### config.mk
export PLATFORM = sky130hd
export DESIGN_NAME = open_addressing_hash_table
export DESIGN_NICKNAME = d
export VERILOG_FILES = /design/src/hw/rtl/oaht_pkg.sv /design/src/hw/rtl/oaht_ram.sv /design/src/hw/rtl/oaht_mod.sv /design/src/hw/rtl/oaht_dp.sv /design/src/hw/rtl/oaht_ctrl.sv /design/src/hw/rtl/open_addressing_hash_table.sv
export SDC_FILE = /design/constraint.sdc
export NUM_CORES = 1
export LEC_CHECK = 0
export ABC_AREA = 0
export ABC_CLOCK_PERIOD_IN_PS = 4000
export BUFFER_PORTS_ARGS = -buffer_cell sky130_fd_sc_hd__buf_2
export CAP_MARGIN = 30
export CORE_ASPECT_RATIO = 0.9
export CORE_MARGIN = 10
export CORE_UTILIZATION = 62
export CTS_CLUSTER_SIZE = 16
export DETAILED_ROUTE_END_ITERATION = 12
export PLACE_DENSITY = 0.88
export SKIP_LAST_GASP = 1
export SYNTH_ARGS = -nofsm -noshare
export SYNTH_HDL_FRONTEND = slang
export SYNTH_SLANG_ARGS = --single-unit
### constraint.sdc
create_clock -name clk -period 4 [get_ports clk]
set_input_delay 0.8 -clock clk [delete_from_list [all_inputs] [get_ports clk]]
set_output_delay 0.8 -clock clk [all_outputs]
set_load 0.005 [all_outputs]
### src/hw/rtl/oaht_pkg.sv
// shared types and constants for the open-addressing hash table
package oaht_pkg;

	localparam int KEY_W   = 34;
	localparam int SLOT_W  = 4;
	localparam int MODE_W  = 2;
	localparam int STAT_W  = 2;
	localparam int DIGIT_W = 4;

	localparam logic CMD_INSERT = 1'b0;
	localparam logic CMD_SEARCH = 1'b1;

	localparam logic [MODE_W-1:0] MODE_NONE   = 2'd0;
	localparam logic [MODE_W-1:0] MODE_LINEAR = 2'd1;
	localparam logic [MODE_W-1:0] MODE_QUAD   = 2'd2;

	localparam logic [STAT_W-1:0] ST_INSERTED = 2'd0;
	localparam logic [STAT_W-1:0] ST_REJECTED = 2'd1;
	localparam logic [STAT_W-1:0] ST_FOUND    = 2'd2;
	localparam logic [STAT_W-1:0] ST_MISSING  = 2'd3;

	typedef struct packed {
		logic              cmd;
		logic [KEY_W-1:0]  key;
		logic [MODE_W-1:0] probe_mode;
	} in_item_t;

	typedef struct packed {
		logic [STAT_W-1:0] status;
		logic [SLOT_W-1:0] slot;
	} out_item_t;

	typedef struct packed {
		logic clear;
		logic capture;
		logic probe_start;
		logic probe_run;
		logic finish;
	} ctrl_cmd_t;

	typedef struct packed {
		logic clear_last;
		logic hash_busy;
		logic fin;
	} dp_status_t;

endpackage

### src/hw/rtl/oaht_ram.sv
// generic simple dual-port ram with registered read
module oaht_ram #(
	parameter int WIDTH = 35,
	parameter int DEPTH = 16
) (
	input  logic                     clk,
	input  logic                     we,
	input  logic [$clog2(DEPTH)-1:0] waddr,
	input  logic [WIDTH-1:0]         wdata,
	input  logic [$clog2(DEPTH)-1:0] raddr,
	output logic [WIDTH-1:0]         rdata
);

	logic [WIDTH-1:0] mem_q [DEPTH];
	logic [WIDTH-1:0] rdata_q;

	always_ff @(posedge clk) begin
		if (we) begin
			mem_q[waddr] <= wdata;
		end
		rdata_q <= mem_q[raddr];
	end

	assign rdata = rdata_q;

endmodule

### src/hw/rtl/oaht_mod.sv
// key modulo table size, four key bits per cycle
module oaht_mod import oaht_pkg::*; #(
	parameter int TABLE_SIZE = 16
) (
	input  logic                          clk,
	input  logic                          arst_n,
	input  logic                          start,
	input  logic [KEY_W-1:0]              key,
	output logic                          busy,
	output logic [$clog2(TABLE_SIZE)-1:0] rem
);

	localparam int IDX_W  = $clog2(TABLE_SIZE);
	localparam int DIGITS = (KEY_W + DIGIT_W - 1) / DIGIT_W;
	localparam int PAD_W  = DIGITS * DIGIT_W;
	localparam int DCNT_W = $clog2(DIGITS + 1);
	localparam logic [IDX_W:0] N_EXT = (IDX_W + 1)'(TABLE_SIZE);

	logic [PAD_W-1:0]  shift_q;
	logic [IDX_W-1:0]  rem_q;
	logic [DCNT_W-1:0] cnt_q;
	logic              busy_q;

	// remainder stays below TABLE_SIZE, so each bit needs one compare and subtract
	function automatic logic [IDX_W-1:0] digit_step(input logic [IDX_W-1:0] r,
			input logic [DIGIT_W-1:0] d);
		logic [IDX_W:0]   t;
		logic [IDX_W-1:0] acc;
		acc = r;
		for (int b = DIGIT_W - 1; b >= 0; b--) begin
			t = {acc, d[b]};
			if (t >= N_EXT) begin
				t = t - N_EXT;
			end
			acc = t[IDX_W-1:0];
		end
		return acc;
	endfunction

	always_ff @(posedge clk or negedge arst_n) begin
		if (!arst_n) begin
			busy_q <= 1'b0;
			cnt_q  <= '0;
		end else if (start) begin
			busy_q <= 1'b1;
			cnt_q  <= DCNT_W'(DIGITS);
		end else if (busy_q) begin
			cnt_q <= cnt_q - 1'b1;
			if (cnt_q == DCNT_W'(1)) begin
				busy_q <= 1'b0;
			end
		end
	end

	always_ff @(posedge clk) begin
		if (start) begin
			shift_q <= PAD_W'(key);
			rem_q   <= '0;
		end else if (busy_q) begin
			shift_q <= shift_q << DIGIT_W;
			rem_q   <= digit_step(rem_q, shift_q[PAD_W-1 -: DIGIT_W]);
		end
	end

	assign busy = busy_q;
	assign rem  = rem_q;

endmodule

### src/hw/rtl/oaht_dp.sv
// datapath: item registers, hash unit, probe address generator, slot ram and result register
module oaht_dp import oaht_pkg::*; #(
	parameter int TABLE_SIZE = 16
) (
	input  logic       clk,
	input  logic       arst_n,
	input  in_item_t   in_data,
	input  ctrl_cmd_t  cmd,
	output dp_status_t st,
	output out_item_t  out_data
);

	localparam int IDX_W = $clog2(TABLE_SIZE);
	localparam int CNT_W = $clog2(TABLE_SIZE + 1);
	localparam int ENT_W = KEY_W + 1;
	localparam logic [IDX_W:0]   N_EXT    = (IDX_W + 1)'(TABLE_SIZE);
	localparam logic [IDX_W-1:0] LAST_IDX = IDX_W'(TABLE_SIZE - 1);
	localparam logic [IDX_W-1:0] TWO_MOD  = IDX_W'(2 % TABLE_SIZE);
	localparam logic [CNT_W-1:0] CNT_LAST = CNT_W'(TABLE_SIZE - 1);
	localparam logic [CNT_W-1:0] CNT_FULL = CNT_W'(TABLE_SIZE);

	logic              cmd_q;
	logic [KEY_W-1:0]  key_q;
	logic [MODE_W-1:0] mode_q;
	logic [IDX_W-1:0]  home;
	logic              hash_busy;

	logic [IDX_W-1:0] addr_q, sq_q, odd_q;
	logic [CNT_W-1:0] pcnt_q;
	logic             issued_last_q;
	logic [IDX_W-1:0] clr_q;

	logic [IDX_W-1:0] addr_s1;
	logic             last_s1;
	logic             rd_vld_s1;

	logic             issue, last_issue;
	logic [IDX_W-1:0] sq_nxt, odd_nxt, addr_nxt;

	logic             we;
	logic [IDX_W-1:0] waddr;
	logic [ENT_W-1:0] wdata, rdata;
	logic             ent_vld, hit;
	logic [KEY_W-1:0] ent_key;
	logic [IDX_W+SLOT_W-1:0] slot_ext;
	out_item_t        out_q;

	function automatic logic [IDX_W-1:0] add_mod(input logic [IDX_W-1:0] a,
			input logic [IDX_W-1:0] b);
		logic [IDX_W:0] t;
		t = {1'b0, a} + {1'b0, b};
		if (t >= N_EXT) begin
			t = t - N_EXT;
		end
		return t[IDX_W-1:0];
	endfunction

	oaht_mod #(.TABLE_SIZE(TABLE_SIZE)) u_mod (
		.clk    (clk),
		.arst_n (arst_n),
		.start  (cmd.capture),
		.key    (in_data.key),
		.busy   (hash_busy),
		.rem    (home)
	);

	always_ff @(posedge clk) begin
		if (cmd.capture) begin
			cmd_q  <= in_data.cmd;
			key_q  <= in_data.key;
			mode_q <= in_data.probe_mode;
		end
	end

	// probe sequence: insert follows the collision rule from home, search checks
	// home and then every slot from zero upward
	always_comb begin
		issue   = cmd.probe_run && !issued_last_q;
		sq_nxt  = add_mod(sq_q, odd_q);
		odd_nxt = add_mod(odd_q, TWO_MOD);
		if (cmd_q == CMD_SEARCH) begin
			last_issue = (pcnt_q == CNT_FULL);
			addr_nxt   = (pcnt_q == '0) ? '0 : addr_q + 1'b1;
		end else begin
			unique case (mode_q)
				MODE_LINEAR: begin
					last_issue = (addr_q == LAST_IDX);
					addr_nxt   = addr_q + 1'b1;
				end
				MODE_QUAD: begin
					last_issue = (pcnt_q == CNT_LAST);
					addr_nxt   = add_mod(home, sq_nxt);
				end
				default: begin
					last_issue = 1'b1;
					addr_nxt   = addr_q;
				end
			endcase
		end
	end

	always_ff @(posedge clk) begin
		if (cmd.probe_start) begin
			addr_q <= home;
			pcnt_q <= '0;
			sq_q   <= '0;
			odd_q  <= IDX_W'(1);
		end else if (issue) begin
			addr_q <= addr_nxt;
			pcnt_q <= pcnt_q + 1'b1;
			sq_q   <= sq_nxt;
			odd_q  <= odd_nxt;
		end
	end

	always_ff @(posedge clk or negedge arst_n) begin
		if (!arst_n) begin
			issued_last_q <= 1'b0;
			rd_vld_s1     <= 1'b0;
			clr_q         <= '0;
		end else begin
			if (cmd.probe_start) begin
				issued_last_q <= 1'b0;
			end else if (issue && last_issue) begin
				issued_last_q <= 1'b1;
			end
			rd_vld_s1 <= issue;
			if (cmd.clear) begin
				clr_q <= clr_q + 1'b1;
			end
		end
	end

	always_ff @(posedge clk) begin
		addr_s1 <= addr_q;
		last_s1 <= last_issue;
	end

	oaht_ram #(.WIDTH(ENT_W), .DEPTH(TABLE_SIZE)) u_ram (
		.clk   (clk),
		.we    (we),
		.waddr (waddr),
		.wdata (wdata),
		.raddr (addr_q),
		.rdata (rdata)
	);

	assign ent_vld = rdata[KEY_W];
	assign ent_key = rdata[KEY_W-1:0];
	assign hit     = (cmd_q == CMD_INSERT) ? !ent_vld : (ent_vld && (ent_key == key_q));

	assign we    = cmd.clear || (cmd.finish && (cmd_q == CMD_INSERT) && hit);
	assign waddr = cmd.clear ? clr_q : addr_s1;
	assign wdata = cmd.clear ? '0 : {1'b1, key_q};

	assign slot_ext = {{SLOT_W{1'b0}}, addr_s1};

	always_ff @(posedge clk) begin
		if (cmd.finish) begin
			if (cmd_q == CMD_INSERT) begin
				out_q.status <= hit ? ST_INSERTED : ST_REJECTED;
			end else begin
				out_q.status <= hit ? ST_FOUND : ST_MISSING;
			end
			out_q.slot <= hit ? slot_ext[SLOT_W-1:0] : '0;
		end
	end

	assign out_data      = out_q;
	assign st.clear_last = (clr_q == LAST_IDX);
	assign st.hash_busy  = hash_busy;
	assign st.fin        = rd_vld_s1 && (hit || last_s1);

	a_wr_only_empty: assert property (@(posedge clk) disable iff (!arst_n)
		we && !cmd.clear |-> (cmd_q == CMD_INSERT) && !ent_vld)
		else $error("slot write on an occupied slot");

	a_addr_range: assert property (@(posedge clk) disable iff (!arst_n)
		rd_vld_s1 |-> ({1'b0, addr_s1} < N_EXT))
		else $error("probe address beyond table");

endmodule

### src/hw/rtl/oaht_ctrl.sv
// controller state machine: clearing pass, hashing, probing, result handoff
module oaht_ctrl import oaht_pkg::*; (
	input  logic       clk,
	input  logic       arst_n,
	input  logic       in_valid,
	output logic       in_ready,
	output logic       out_valid,
	input  logic       out_ready,
	input  dp_status_t st,
	output ctrl_cmd_t  cmd
);

	typedef enum logic [3:0] {
		S_CLEAR = 4'b0001,
		S_IDLE  = 4'b0010,
		S_HASH  = 4'b0100,
		S_PROBE = 4'b1000
	} state_t;

	state_t state_q, state_nxt;
	logic   out_valid_q;

	always_comb begin
		state_nxt = state_q;
		cmd       = '0;
		unique case (state_q)
			S_CLEAR: begin
				cmd.clear = 1'b1;
				if (st.clear_last) begin
					state_nxt = S_IDLE;
				end
			end
			S_IDLE: begin
				if (in_valid) begin
					cmd.capture = 1'b1;
					state_nxt   = S_HASH;
				end
			end
			S_HASH: begin
				// hold off probing until the hash is done and the result register is free
				if (!st.hash_busy && !out_valid_q) begin
					cmd.probe_start = 1'b1;
					state_nxt       = S_PROBE;
				end
			end
			S_PROBE: begin
				cmd.probe_run = 1'b1;
				if (st.fin) begin
					cmd.finish = 1'b1;
					state_nxt  = S_IDLE;
				end
			end
			default: begin
				state_nxt = S_CLEAR;
			end
		endcase
	end

	always_ff @(posedge clk or negedge arst_n) begin
		if (!arst_n) begin
			state_q     <= S_CLEAR;
			out_valid_q <= 1'b0;
		end else begin
			state_q <= state_nxt;
			if (cmd.finish) begin
				out_valid_q <= 1'b1;
			end else if (out_ready) begin
				out_valid_q <= 1'b0;
			end
		end
	end

	assign in_ready  = (state_q == S_IDLE);
	assign out_valid = out_valid_q;

	a_finish_room: assert property (@(posedge clk) disable iff (!arst_n)
		cmd.finish |-> !out_valid_q)
		else $error("result produced while output register full");

	a_finish_next: assert property (@(posedge clk) disable iff (!arst_n)
		cmd.finish |=> (state_q == S_IDLE) && out_valid_q)
		else $error("finish did not hand off the result");

	a_valid_source: assert property (@(posedge clk) disable iff (!arst_n)
		$rose(out_valid_q) |-> $past(state_q) == S_PROBE)
		else $error("result raised outside probing");

endmodule

### src/hw/rtl/open_addressing_hash_table.sv
// top level of the open-addressing hash table with linear and quadratic probing
// a transaction passes capture, key reduction modulo TABLE_SIZE, probe start once the
// result register is free, one ram read for each slot probed (1 to TABLE_SIZE for insert,
// 1 to TABLE_SIZE + 1 for search) and the result register, which raises out_valid
// in_ready is high only when idle, so no new transaction is taken until the last finishes
// after reset a clearing pass empties every slot with in_ready low
module open_addressing_hash_table import oaht_pkg::*; #(
	parameter int TABLE_SIZE = 16
) (
	input  logic      clk,
	input  logic      arst_n,
	input  logic      in_valid,
	output logic      in_ready,
	input  in_item_t  in_data,
	output logic      out_valid,
	input  logic      out_ready,
	output out_item_t out_data
);

	ctrl_cmd_t  cmd;
	dp_status_t st;

	oaht_ctrl u_ctrl (
		.clk       (clk),
		.arst_n    (arst_n),
		.in_valid  (in_valid),
		.in_ready  (in_ready),
		.out_valid (out_valid),
		.out_ready (out_ready),
		.st        (st),
		.cmd       (cmd)
	);

	oaht_dp #(.TABLE_SIZE(TABLE_SIZE)) u_dp (
		.clk      (clk),
		.arst_n   (arst_n),
		.in_data  (in_data),
		.cmd      (cmd),
		.st       (st),
		.out_data (out_data)
	);

endmodule
# Word level (Yosys, flattened, before mapping)
# Memories as Yosys holds them, arrays and structs flattened. A register that Yosys moved wholly into a read port is not among the register bits.
# Index checks and enable logic that the tools add are counted.
[classes]
bitwise_logic = 1
n_eq_ne = 16
add_sub_neg = 14
reduce_logical = 21
mux = 51
n_lt_le_gt_ge = 7
[op_table]
columns = ["operator", "n"]
rows = [
  ["$mux W4", 24],
  ["$mux W34", 2],
  ["$ge A5 B5 Y1 const B", 7],
  ["$mux W35", 1],
  ["$eq A34 B34 Y1", 1],
  ["$sub A4 B1 Y4 const B", 8],
  ["$mux W1", 19],
  ["$pmux W4 S4", 1],
  ["$eq A4 B4 Y1 const B", 3],
  ["$add A4 B4 Y5", 2],
  ["$add A4 B1 Y4 const B", 2],
  ["$eq A4 B1 Y1 const B", 2],
  ["$pmux W4 S2", 1],
  ["$reduce_bool A2 Y1", 4],
  ["$logic_and A1 B1 Y1", 7],
  ["$ne A2 B2 Y1 const B", 3],
  ["$add A4 B2 Y5 const B", 1],
  ["$add A5 B1 Y5 const B", 1],
  ["$eq A5 B4 Y1 const B", 1],
  ["$eq A5 B5 Y1 const B", 1],
  ["$logic_not A5 Y1", 1],
  ["$eq A4 B2 Y1 const B", 1],
  ["$eq A4 B3 Y1 const B", 1],
  ["$logic_not A1 Y1", 4],
  ["other kinds (10)", 12],
]
[word_totals]
output_inout_bits = 8
n_memories = 1
input_bits = 41
ram_bits = 560
regBits = 121
[mem_list]
columns = ["memory", "words", "width", "read_ports", "rd_ports_with_merged_regs", "wr", "line_no", "text"]
rows = [
  ["u_dp.u_ram.mem_q", 16, 35, 1, 1, 1, "oaht_ram.sv:14", "logic [WIDTH-1:0] mem_q [DEPTH];"],
]

# Longest topological paths before layout
# Gate-level depths: netlist of the first run.
[logic_depth]
depth_word = 14
ltp_mapped = 8
depth_no_buf = 7

# Hierarchy
# Synthesis of the first run repeated with hierarchy kept, for this count alone.
[hier_totals]
cells_unflattened = 1345
area_unflattened_um2 = 27735.4
[by_module_without_submodules]
columns = ["mod", "seq_area_each_um2", "instances", "cells_per_inst", "area_per_inst_um2"]
rows = [
  ["oaht_ram", 17516.8, 1, 914, 22052.4],
  ["oaht_dp", 1901.8, 1, 284, 3408.3],
  ["oaht_mod", 1266.2, 1, 115, 1954.4],
  ["oaht_ctrl", 126.4, 1, 32, 320.3],
]

# Worst setup path after synthesis of the first run
# Ideal clock, no wire load.
[synth_timing]
path_kind = "register to register"
startpoint = "reg u_ctrl.state_q[0]"
endpoint = "mem u_dp.u_ram.mem_q[6][0] (enable)"
path_slack_ps = 534
required_ps = 3573
synth_period_minus_slack_ps = 3466
path_buffers = 2
setup_time_ps = 427
arrival_time_ps = 3039
stages_incl_launch_ff = 8
cell_sequence = "dfstp_2 > buf_6 > nor4b_4 > inv_2 > clkbuf_1 > nand2_1 > o21ai_0 > nor2_1"
[synth_via]
elab_chain_cells = 7
elab_cells_between_ends = 10
classes_between = "2 x eq/ne; 5 x mux; 3 x reduce/logical"
[synth_lines]
columns = ["element", "line_no", "text"]
rows = [
  ["start, declared", "oaht_ctrl.sv:20", "state_t state_q, state_nxt;"],
  ["start signal, assigned", "oaht_ctrl.sv:64", "state_q <= state_nxt;"],
  ["$eq A4 B4 Y1", "oaht_ctrl.sv:26", "unique case (state_q)"],
  ["$mux W2", "oaht_ctrl.sv:26", ""],
  ["$logic_and A1 B1 Y1 (2 in series)", "oaht_dp.sv:152", "assign we = cmd.clear || (cmd.finish && (cmd_q == CMD_INSERT) && hit);"],
  ["$logic_or A1 B1 Y1", "oaht_dp.sv:152", ""],
  ["$mux W1", "oaht_ram.sv:18", "if (we) begin"],
  ["$mux W1 (not written as such)", "oaht_ram.sv:19", "mem_q[waddr] <= wdata;"],
  ["end, declared", "oaht_ram.sv:14", ""],
]
# Several ways; a longest one is shown, not always the timed one.

# Worst setup path after layout of the first run
[layout_timing]
startpoint = "reg u_ctrl.state_q[3]"
endpoint = "mem u_dp.u_ram.mem_q[14][12] (enable)"
# Same word-level chain as after synthesis.

==> results.yml, run 1 <==
power:
  p_leak_nw: 10.9
  power-per-cell-area_nw_per_um2: 651
  ir_worst_vdd_mv: 0.415
clock_network:
  cts_setup_buffers: 0
  hold_buffers: 0
  ctsResizeCount: 0
  max-clock-path-buffers: 3
  cts_tree: "built"
  clkTransAtPathRegs_ns: 0.06
  clock_latency_ns: 0.60
  root_buffer: "clkbuf_16"
  htree_levels: 3
  cts_inserted_buffers: 68
  cts_sinks: 715
setup_path:
  path_buf_inv: 1
  path_class: "flip-flop to flip-flop"
  slowest_delay_ns: 0.73
  reg2reg_from: "u_ctrl.state_q[3]"
  cp.required_ns: 4.29
  worstPathMaxFanout: 17
  crit_family: "simple AND/OR/NAND/NOR gates"
  worstSetupStartpointType: "flip-flop"
  cp-startpoint: "u_ctrl.state_q[3]"
  worstPathCellList: "nor4b_1 -> nand3_1 -> nand2_1 -> o21ai_1 -> nor2_4 -> buf_4"
  worstPathArrival_ns: 3.68
  cp.depth: 6
  crit_end: "u_dp.u_ram.mem_q[14][12]"
  reg2reg_depth: 6
  crit_slowest_cell: "nor2_4"
  cp-end-kind: "flip-flop"
  rr_endpoint: "u_dp.u_ram.mem_q[14][12]"
  reg2reg_setup_slack_ns: 0.61
sta:
  min_period_ns: 3.39
  setup_tns_ns: 0
  drv_slew: 0
  max_freq_ghz: 0.295
  maxSlewHeadroom_pct: 21.8
  worst_pin_slew_ns: 1.17
  holdWs_ns: 0.134
  rsz0062_at_grt: "no"
  fin_skew_ns: 0.0122
  fin_crit_sh_pct: 84.8
  hold_violations: 0
  setup_viol: 0
global_route:
  overflow: 0
  antenna_found_initial: 0
  grt_pass1_vias: 16000
  grt_pass1_wl_um: 99600
  grtUsageTotal_pct: 24.5
  grt_max_degree: 74
logic_synthesis:
  syn_avg_cell_area_um2: 17.2
  synth_top_area_share_pct: 69.0
  yosys.cell_types.count: 51
  yosysWarnings: 0
  syn-cell-area_um2: 27900
  yosysSeqAreaShare_pct: 74.6
  synth.ff_latch_count: 715
  syn-instance-count: 1625
  synthFlopType: "edfxtp_1"
  synthArstFlopShare_pct: 2.24
  synth_nets: 1682
  synth_most_common_cell: "edfxtp_1"
  yosys.area.top_type: "edfxtp_1"
  synth_edf_count: 641
  yosys-top-cells-count: "edfxtp_1, nand2_1, mux2i_1"
  synth_area_leaders: "edfxtp_1, mux4_2, dfxtp_1"
outcome:
  status: "finished clean"
cells_and_area:
  drive_gt1_share_pct: 18.3
  design_area_um2: 31300
  finalNonFillerCells: 2362
  fillCellCount: 2513
  nNetsFinal: 1767
  fin_util_pct: 70.7
  antenna_cells: 0
  syn2layout_area_growth_pct: 12.2
die:
  design.core.area_um2: 44300
  pin_count: 49
  start_util_pct: 63.0
  rows: 73
  die_h_um: 221
  dieWidth_um: 244
  dieArea_um2: 53900
place:
  place.gp.congestion: 0.892
  dpl.hpwl_um: 40100
  place_area_um2: 29200
  place_inst: 2238
  portBuffers: 48
detailed_routing:
  antenna_left: 0
  viasPerCell: 6.64
  drt-pass1-iter-count: 5
  drc: 0
  wirelength_um: 67100
  wl_per_cell_um: 28.4
  drtIter0Drc: 2322
  vias: 15700
hold_path:
  hp-class: "primary input to async pin"
flow_run:
  drv_cap: 0
## cells in the final DEF, fill, tap and decap left out, types with 21 or more instances in the layout
| master | instances |
|---|---|
| buf_4 | 29 |
| a21oi_1 | 45 |
| clkbuf_1 | 21 |
| dfxtp_1 | 58 |
| and2_1 | 35 |
| edfxtp_1 | 641 |
| nand2_1 | 148 |
| xnor2_1 | 44 |
| a22oi_1 | 36 |
| mux4_2 | 70 |
| nor2_1 | 28 |
| mux2_2 | 37 |
| buf_2 | 48 |
| a221oi_1 | 35 |
| clkbuf_16 | 71 |
| o21ai_0 | 82 |
| mux2i_1 | 114 |
## through the flow
step | total power, W | setup WS, ns
6_report | 0.0204 | 0.608
2_1_floorplan | 0.0127 | 0.534
3_3_place_gp | 0.0140 | 0.800
3_5_place_dp | 0.0143 | 0.675
5_1_grt | 0.0210 | 0.441
4_1_cts | 0.0204 | 0.628
## sequential cells by signal, indices dropped and copies added, names as in the netlist, 2 cells and up
signal              cells
u_dp.u_ram.mem_q      560
u_dp.addr_q             4
u_dp.u_mod.rem          4
u_dp.u_mod.shift_q     36
u_dp.u_mod.cnt_q        4
u_dp.addr_s1            4
u_ctrl.state_q          4
u_dp.odd_q              3
u_dp.clr_q              4
u_dp.key_q             34
u_dp.pcnt_q             5
u_dp.mode_q             2
u_dp.sq_q               4
u_dp.u_ram.rdata       35
u_dp.out_data           6
## routing by layer
layer / part of all wire (%) / track usage (%) / vias up / wire length, um
met5: 0 / 0 / - / 0
met4: 3.9 / 9.99 / 0 / 2610
met3: 11 / 6.17 / 202 / 7520
met2: 48 / 39.1 / 1099 / 32400
met1: 37 / 31.9 / 7891 / 24600
li1: - / - / 6498 / -
## logic make-up after synthesis
kind of cell / synth area share, %
buffers and inverters: 1.57
AOI/OAI and AO/OA: 4.95
DFF: 74.6
and+or+nand+nor: 5.11
xor gates and xnor gates: 1.76
adders and majority gates: 0.771
muxes: 11.2
## power by group
part           total [W]  leakage [nW]  internal, W  switching (W)
logic            0.00335          3.21     0.000931        0.00242
registers         0.0109          6.63       0.0104       0.000539
clock network    0.00610          1.03      0.00349        0.00262
## layout make-up
cell class | count | area (um2) | area share [%]
inverters | 20 | 75.1 | 0.240
repair buffers | 94 | 798 | 2.55
clock buffers | 101 | 1980 | 6.32
multi-input cells | 811 | 6770 | 21.6
flip-flops and latches | 715 | 20800 | 66.5
clock inverters | 21 | 125 | 0.400
well taps | 600 | 751 | 2.40
## how the worst min path moves through the flow
stage                          end  slack (ns)  depth (start not counted)
2_1_floorplan      u_dp.addr_s1[3]        0.35                          0
3_3_place_gp     u_dp.u_mod.rem[1]        0.47                          2
3_5_place_dp     u_dp.u_mod.rem[1]        0.48                          2
4_1_cts        u_dp.u_mod.cnt_q[0]        0.13                          1
5_1_grt         u_dp.issued_last_q        0.14                          1
6_report             u_dp.clr_q[2]        0.13                          1
Power figures use the tool's default switching activity.
==> run 2, diff against run 1 <==
--- a/config.mk
+++ b/config.mk
@@ -5,16 +5,16 @@
 export SDC_FILE = /design/constraint.sdc
 export NUM_CORES = 1
 export LEC_CHECK = 0
-export ABC_AREA = 0
-export ABC_CLOCK_PERIOD_IN_PS = 4000
+export ABC_AREA = 1
+export ABC_CLOCK_PERIOD_IN_PS = 3100
 export BUFFER_PORTS_ARGS = -buffer_cell sky130_fd_sc_hd__buf_2
 export CAP_MARGIN = 30
 export CORE_ASPECT_RATIO = 0.9
 export CORE_MARGIN = 10
-export CORE_UTILIZATION = 62
+export CORE_UTILIZATION = 56
 export CTS_CLUSTER_SIZE = 16
 export DETAILED_ROUTE_END_ITERATION = 12
-export PLACE_DENSITY = 0.88
+export PLACE_DENSITY = 0.84
 export SKIP_LAST_GASP = 1
 export SYNTH_ARGS = -nofsm -noshare
 export SYNTH_HDL_FRONTEND = slang
==> constraint.sdc (replaced) <==
create_clock -name clk -period 3.1 [get_ports clk]
set_input_delay 0.62 -clock clk [delete_from_list [all_inputs] [get_ports clk]]
set_output_delay 0.62 -clock clk [all_outputs]
set_load 0.005 [all_outputs]
==> run 2 against run 1 <==
Effect of this change:
- sequential share of layout area decreased by 0.98 points
- clock power is 33% higher
- core utilization decreased by 6.3 points
- first-iteration DRC count is 34% higher
- cell area is 1.5% higher
- global-route usage fell by 0.79 points
- highest routed layer unchanged
- area after synthesis grew 0.35%
- routed wire length increased by 8.8%
- critical path type unchanged
- clock skew up 0.012 ns
==> results.yml, run 2 <==
global_route:
  antenna_found_initial: 1
  overflow: 0
  grt_pass1_wl_um: 109000
  grt_pass1_vias: 18500
  grt_max_degree: 151
  grtUsageTotal_pct: 23.7
clock_network:
  htree_levels: 2
  root_buffer: "clkbuf_16"
  cts_setup_buffers: 0
  hold_buffers: 1
  cts_inserted_buffers: 61
  ctsResizeCount: 0
  cts_sinks: 715
  clock_latency_ns: 0.61
  cts_tree: "built"
  max-clock-path-buffers: 3
  clkTransAtPathRegs_ns: 0.07
setup_path:
  reg2reg_from: "u_dp.key_q[4]"
  slowest_delay_ns: 0.43
  crit_end: "u_dp.u_ram.mem_q[0][13]"
  cp-startpoint: "u_dp.key_q[4]"
  crit_slowest_cell: "edfxtp_1"
  rr_endpoint: "u_dp.u_ram.mem_q[0][13]"
  worstPathArrival_ns: 3.04
  path_class: "flip-flop to flip-flop"
  cp-end-kind: "flip-flop"
  reg2reg_depth: 12
  cp.required_ns: 3.35
  reg2reg_setup_slack_ns: 0.32
  worstSetupStartpointType: "flip-flop"
  worstPathCellList: "xnor2_1 -> nand3_1 -> nor2_1 -> nand2_1 -> nor2_1 -> nand2_1 -> nand3_2 -> nand4_2 -> nand2_4 -> nand2_2 -> nor2_4 -> buf_4"
  worstPathMaxFanout: 22
die:
  pin_count: 49
  design.core.area_um2: 49300
  die_h_um: 232
  dieWidth_um: 256
  rows: 77
  dieArea_um2: 59400
  start_util_pct: 56.8
detailed_routing:
  vias: 19000
  wirelength_um: 73000
  drt-pass1-iter-count: 10
  antenna_left: 0
  wl_per_cell_um: 24.1
  viasPerCell: 6.27
  drc: 0
  drtIter0Drc: 3113
sta:
  holdWs_ns: 0.186
  hold_violations: 0
  worst_pin_slew_ns: 1.14
  fin_skew_ns: 0.0240
  rsz0062_at_grt: "no"
  min_period_ns: 2.78
  drv_slew: 0
  maxSlewHeadroom_pct: 23.7
  setup_viol: 0
  max_freq_ghz: 0.360
  fin_crit_sh_pct: 89.7
cells_and_area:
  design_area_um2: 31800
  largest_reg_flops: 560
  finalNonFillerCells: 3036
  final_common_cell: "edfxtp_1"
  regMostFlops: "u_dp.u_ram.mem_q"
  final_cell_mix: "edfxtp_1, nand2_1, nor2_1"
  fin_util_pct: 64.4
  drive_gt1_share_pct: 12.1
  syn2layout_area_growth_pct: 13.5
  antenna_cells: 0
  nNetsFinal: 2369
logic_synthesis:
  synth-simple-area-share_pct: 11.9
  synthAdderAreaFrac_pct: 0.769
  synth.area.mux_share_pct: 0
  synth_xor_area_share_pct: 0.688
  synth.ff_latch_count: 715
  synth_most_common_cell: "edfxtp_1"
  syn-cell-area_um2: 28000
  synth_nets: 2279
  yosysWarnings: 0
  synth_area_leaders: "edfxtp_1, nand2_1, dfxtp_1"
  synthFlopType: "edfxtp_1"
  yosys.area.top_type: "edfxtp_1"
  synthArstFlopShare_pct: 2.24
  yosysSeqAreaShare_pct: 74.3
  yosys-top-cells-count: "edfxtp_1, nand2_1, nor2_1"
  synth_compound_area_share_pct: 8.88
  synth_edf_count: 641
  syn-instance-count: 2222
  synth_top_family_by_area: "simple AND/OR/NAND/NOR gates"
  synth_top_area_share_pct: 68.8
  yosys.cell_types.count: 47
  syn_avg_cell_area_um2: 12.6
place:
  dpl.hpwl_um: 43700
  place_inst: 2915
  place.gp.congestion: 0.902
  place_area_um2: 29600
  portBuffers: 48
flow_run:
  drv_cap: 0
hold_path:
  hp-class: "primary input to flip-flop"
power:
  power-per-cell-area_nw_per_um2: 835
  p_leak_nw: 11.6
  ir_worst_vdd_mv: 0.652
outcome:
  status: "finished clean"
-- run 2: changes by cell type after synthesis, sizes merged, moves of 74 or more --
cell	change
inv	+99
nand2	+291
nand3	+74
o21ai	+125
mux2i	-114
nor2	+191
-- run 2: worst min path at each step --
stage / from / to / slack [ns] / cells past startpoint
CTS: in_data[1] / u_dp.mode_q[1] / 0.18 / 1
global placement: u_dp.odd_q[3] / u_dp.odd_q[3] / 0.46 / 2
global route: in_data[0] / u_dp.mode_q[0] / 0.18 / 1
detailed placement: u_dp.odd_q[3] / u_dp.odd_q[3] / 0.48 / 2
floorplan: arst_n / u_ctrl.out_valid / 0.32 / 0
finish: in_data[1] / u_dp.mode_q[1] / 0.19 / 1
-- run 2: cell type report --
class | count | area, um2
clock buffers | 86 | 1770
well taps | 671 | 840
clock inverters | 30 | 375
flip-flops and latches | 715 | 20800
multi-input cells | 1266 | 6350
repair buffers | 148 | 1180
inverters | 120 | 458
fillers | 3248 | 17500
-- run 2: cell families (layout without fill, tap and decap cells) --
family	count (synthesis)	in the layout
AOI/OAI and AO/OA	426	426
buffers and inverters	241	384
and+or+nand+nor	802	802
xor gates and xnor gates	22	22
DFF	715	715
adders and majority gates	16	16
-- run 2: worst max-delay path, delay by kind of cell, from the launching register on --
kind                      cells  cell delay (ns)
and+or+nand+nor              10             1.34
DFF                           1             0.43
buffers and inverters         1             0.39
xor gates and xnor gates      1             0.23
-- run 2: power breakdown --
part	internal [W]	switching [W]
clock	0.00472	0.00338
combinational	0.00116	0.00350
sequential	0.0132	0.000580
-- run 2: through the flow --
| stage | worst slack (ns) | total power [W] | setup TNS (ns) |
|---|---|---|---|
| after detailed placement | 0.507 | 0.0184 | 0 |
| final | 0.320 | 0.0266 | 0 |
| after global placement | 0.628 | 0.0180 | 0 |
| after floorplan | -0.267 | 0.0163 | -110.21 |
| after CTS | 0.392 | 0.0264 | 0 |
| after global routing | 0.236 | 0.0274 | 0 |
-- run 2: routing by layer --
layer / wire length [um] / track usage, %
met5: 0 / 0
met2: 35100 / 39.0
met4: 4140 / 13.0
met3: 8320 / 4.62
met1: 25400 / 29.5
==> run 3, diff against run 2 <==
--- a/config.mk
+++ b/config.mk
@@ -11,10 +11,11 @@
 export CAP_MARGIN = 30
 export CORE_ASPECT_RATIO = 0.9
 export CORE_MARGIN = 10
-export CORE_UTILIZATION = 56
+export CORE_UTILIZATION = 59
+export CTS_BUF_LIST = sky130_fd_sc_hd__clkbuf_8
 export CTS_CLUSTER_SIZE = 16
 export DETAILED_ROUTE_END_ITERATION = 12
-export PLACE_DENSITY = 0.84
+export PLACE_DENSITY = 0.88
 export SKIP_LAST_GASP = 1
 export SYNTH_ARGS = -nofsm -noshare
 export SYNTH_HDL_FRONTEND = slang
==> run 3 against run 2 <==
Effect of this change:
- global-route usage up 1.8 points
- register-to-register slack got worse by 0.15 ns
- routed wire length up 2.4%
- first-iteration DRC count increased by 4.3%
- fmax decreased by 5.0%
- hold slack worse by 0.090 ns
- clock-buffer cell count increased by 21
- die area down 4.7%
- combinational power about the same
- cell area fell by 1.6%
- critical endpoint is now u_dp.u_ram.mem_q[2][4]
- largest cell class unchanged
- largest power group unchanged
==> results.yml, run 3 (synthesis gave the netlist of run 2 again) <==
power:
  ir_worst_vdd_mv: 0.603
  power-per-cell-area_nw_per_um2: 806
  switching_power_w: 0.00767
  intPower_w: 0.0175
  p_comb_share_pct: 18.6
  switching_share_pct: 30.4
  clkPwrFrac_pct: 26.6
  power_frac_seq_pct: 54.8
  p_leak_nw: 11.5
outcome:
  status: "finished clean"
sta:
  maxSlewHeadroom_pct: 25.4
  fin_ws_ns: 0.173
  setup_viol: 0
  fin_crit_sh_pct: 94.4
  worst_pin_slew_ns: 1.12
  rsz0062_at_grt: "no"
  holdWs_ns: 0.0954
  fin_skew_ns: 0.0415
  drv_slew: 0
  hold_violations: 0
  max_freq_ghz: 0.342
  min_period_ns: 2.93
detailed_routing:
  wl_met3_um: 9190
  wirelength_um: 74800
  drc: 0
  drtIter0Drc: 3246
  met1Wirelength_um: 24500
  drt-pass1-iter-count: 6
  wl_met2_um: 36300
  antenna_left: 0
  highest_layer: "met4"
  wl_per_cell_um: 24.6
  vias: 19600
  viasPerCell: 6.47
place:
  pre_cts_slack_ns: 0.367
  dpl.hpwl_um: 44800
  portBuffers: 48
  place.gp.congestion: 0.889
  place_inst: 2847
clock_network:
  cts_setup_buffers: 0
  max-clock-path-buffers: 3
  ctsResizeCount: 0
  cts_sinks: 715
  hold_buffers: 1
  cts_inserted_buffers: 100
  clock_latency_ns: 0.71
  htree_levels: 3
  cts_tree: "built"
  root_buffer: "clkbuf_8"
  clkTransAtPathRegs_ns: 0.07
die:
  rows: 75
  dieWidth_um: 250
  die_h_um: 227
  start_util_pct: 59.9
  dieArea_um2: 56600
  pin_count: 49
  design.core.area_um2: 46700
global_route:
  antenna_found_initial: 0
  grt_max_degree: 116
  grt_pass1_vias: 19400
  grtUsageTotal_pct: 25.5
  overflow: 0
  grt_pass1_wl_um: 112000
cells_and_area:
  fillCellCount: 2826
  final_cell_mix: "edfxtp_1, nand2_1, nor2_1"
  final_common_cell: "edfxtp_1"
  fin_util_pct: 66.9
  seqCellArea_um2: 20800
  syn2layout_area_growth_pct: 11.7
  regMostFlops: "u_dp.u_ram.mem_q"
  finalNonFillerCells: 3035
  nNetsFinal: 2397
  antenna_cells: 0
  largest_reg_flops: 560
  drive_gt1_share_pct: 12.8
  multi_input_comb_area_um2: 6350
setup_path:
  reg2reg_from: "u_ctrl.state_q[2]"
  reg2reg_depth: 9
  cp.required_ns: 3.44
  worstPathArrival_ns: 3.27
  cp-end-kind: "flip-flop"
  reg2reg_setup_slack_ns: 0.17
  cp-startpoint: "u_ctrl.state_q[2]"
  worstSetupStartpointType: "flip-flop"
  worstPathMaxFanout: 23
  path_class: "flip-flop to flip-flop"
  crit_end: "u_dp.u_ram.mem_q[2][4]"
  rr_endpoint: "u_dp.u_ram.mem_q[2][4]"
flow_run:
  drv_cap: 0
hold_path:
  hp-class: "primary input to flip-flop"
[run 3: cell count changes in the layout (fill, tap and decap cells not counted), sizes merged]
| cell | before | now |
|---|---|---|
| clkinvlp | 1 | 2 |
| bufinv | 9 | 0 |
| inv | 120 | 170 |
| clkinv | 20 | 22 |
| clkbuf | 87 | 107 |
| buf | 146 | 136 |
[run 3: how the worst min path moves through the flow]
stage	from	to	slack [ns]	cells after the start
2_1_floorplan	arst_n	u_ctrl.out_valid	0.32	0
3_3_place_gp	u_dp.odd_q[3]	u_dp.odd_q[3]	0.46	2
3_5_place_dp	u_dp.odd_q[3]	u_dp.odd_q[3]	0.49	2
4_1_cts	in_data[1]	u_dp.mode_q[1]	0.08	1
5_1_grt	in_data[1]	u_dp.mode_q[1]	0.09	1
6_report	in_data[1]	u_dp.mode_q[1]	0.1	1
[run 3: power groups by stage]
stage / logic [W] / registers [W] / clock network (W)
after CTS: 0.00451 / 0.0138 / 0.00670
after global placement: 0.00409 / 0.0139 / 0
after global routing: 0.00500 / 0.0139 / 0.00710
after detailed placement: 0.00443 / 0.0140 / 0
final: 0.00469 / 0.0138 / 0.00671
after floorplan: 0.00251 / 0.0138 / 0
[run 3: routing by layer]
metal  global-route usage, %  vias up
met5                       0        -
li1                        -     8206
met2                    42.1     1803
met4                    15.5        0
met1                    30.8     9266
met3                    5.20      362
[run 3: through the flow]
step,setup TNS (ns),power (W),cell area (um2)
final,0,0.0252,31300
after global routing,0,0.0260,31300
after CTS,0,0.0250,31200
after detailed placement,0,0.0184,29400
after global placement,0,0.0179,29300
after floorplan,-110.21,0.0163,28000
[run 3: worst max-delay path, cell delays in order, from the launching register on]
cell and delay, ns:
dfrtp_1 0.48, nor2_1 0.19, nand3_2 0.35, inv_1 0.22
buf_4 0.31, o21ai_2 0.14, nor2_1 0.20, nand2_2 0.16
nor2_4 0.13, buf_4 0.35
[run 3: layout make-up]
| cell class | count | share of cell area, % |
|---|---|---|
| tap | 616 | 2.46 |
| timing repair buffer | 137 | 3.45 |
| sequential | 715 | 66.6 |
| clock buffer | 107 | 4.71 |
| inverter | 120 | 1.46 |
| clock inverter | 74 | 1.04 |
| multi-input combinational | 1266 | 20.3 |
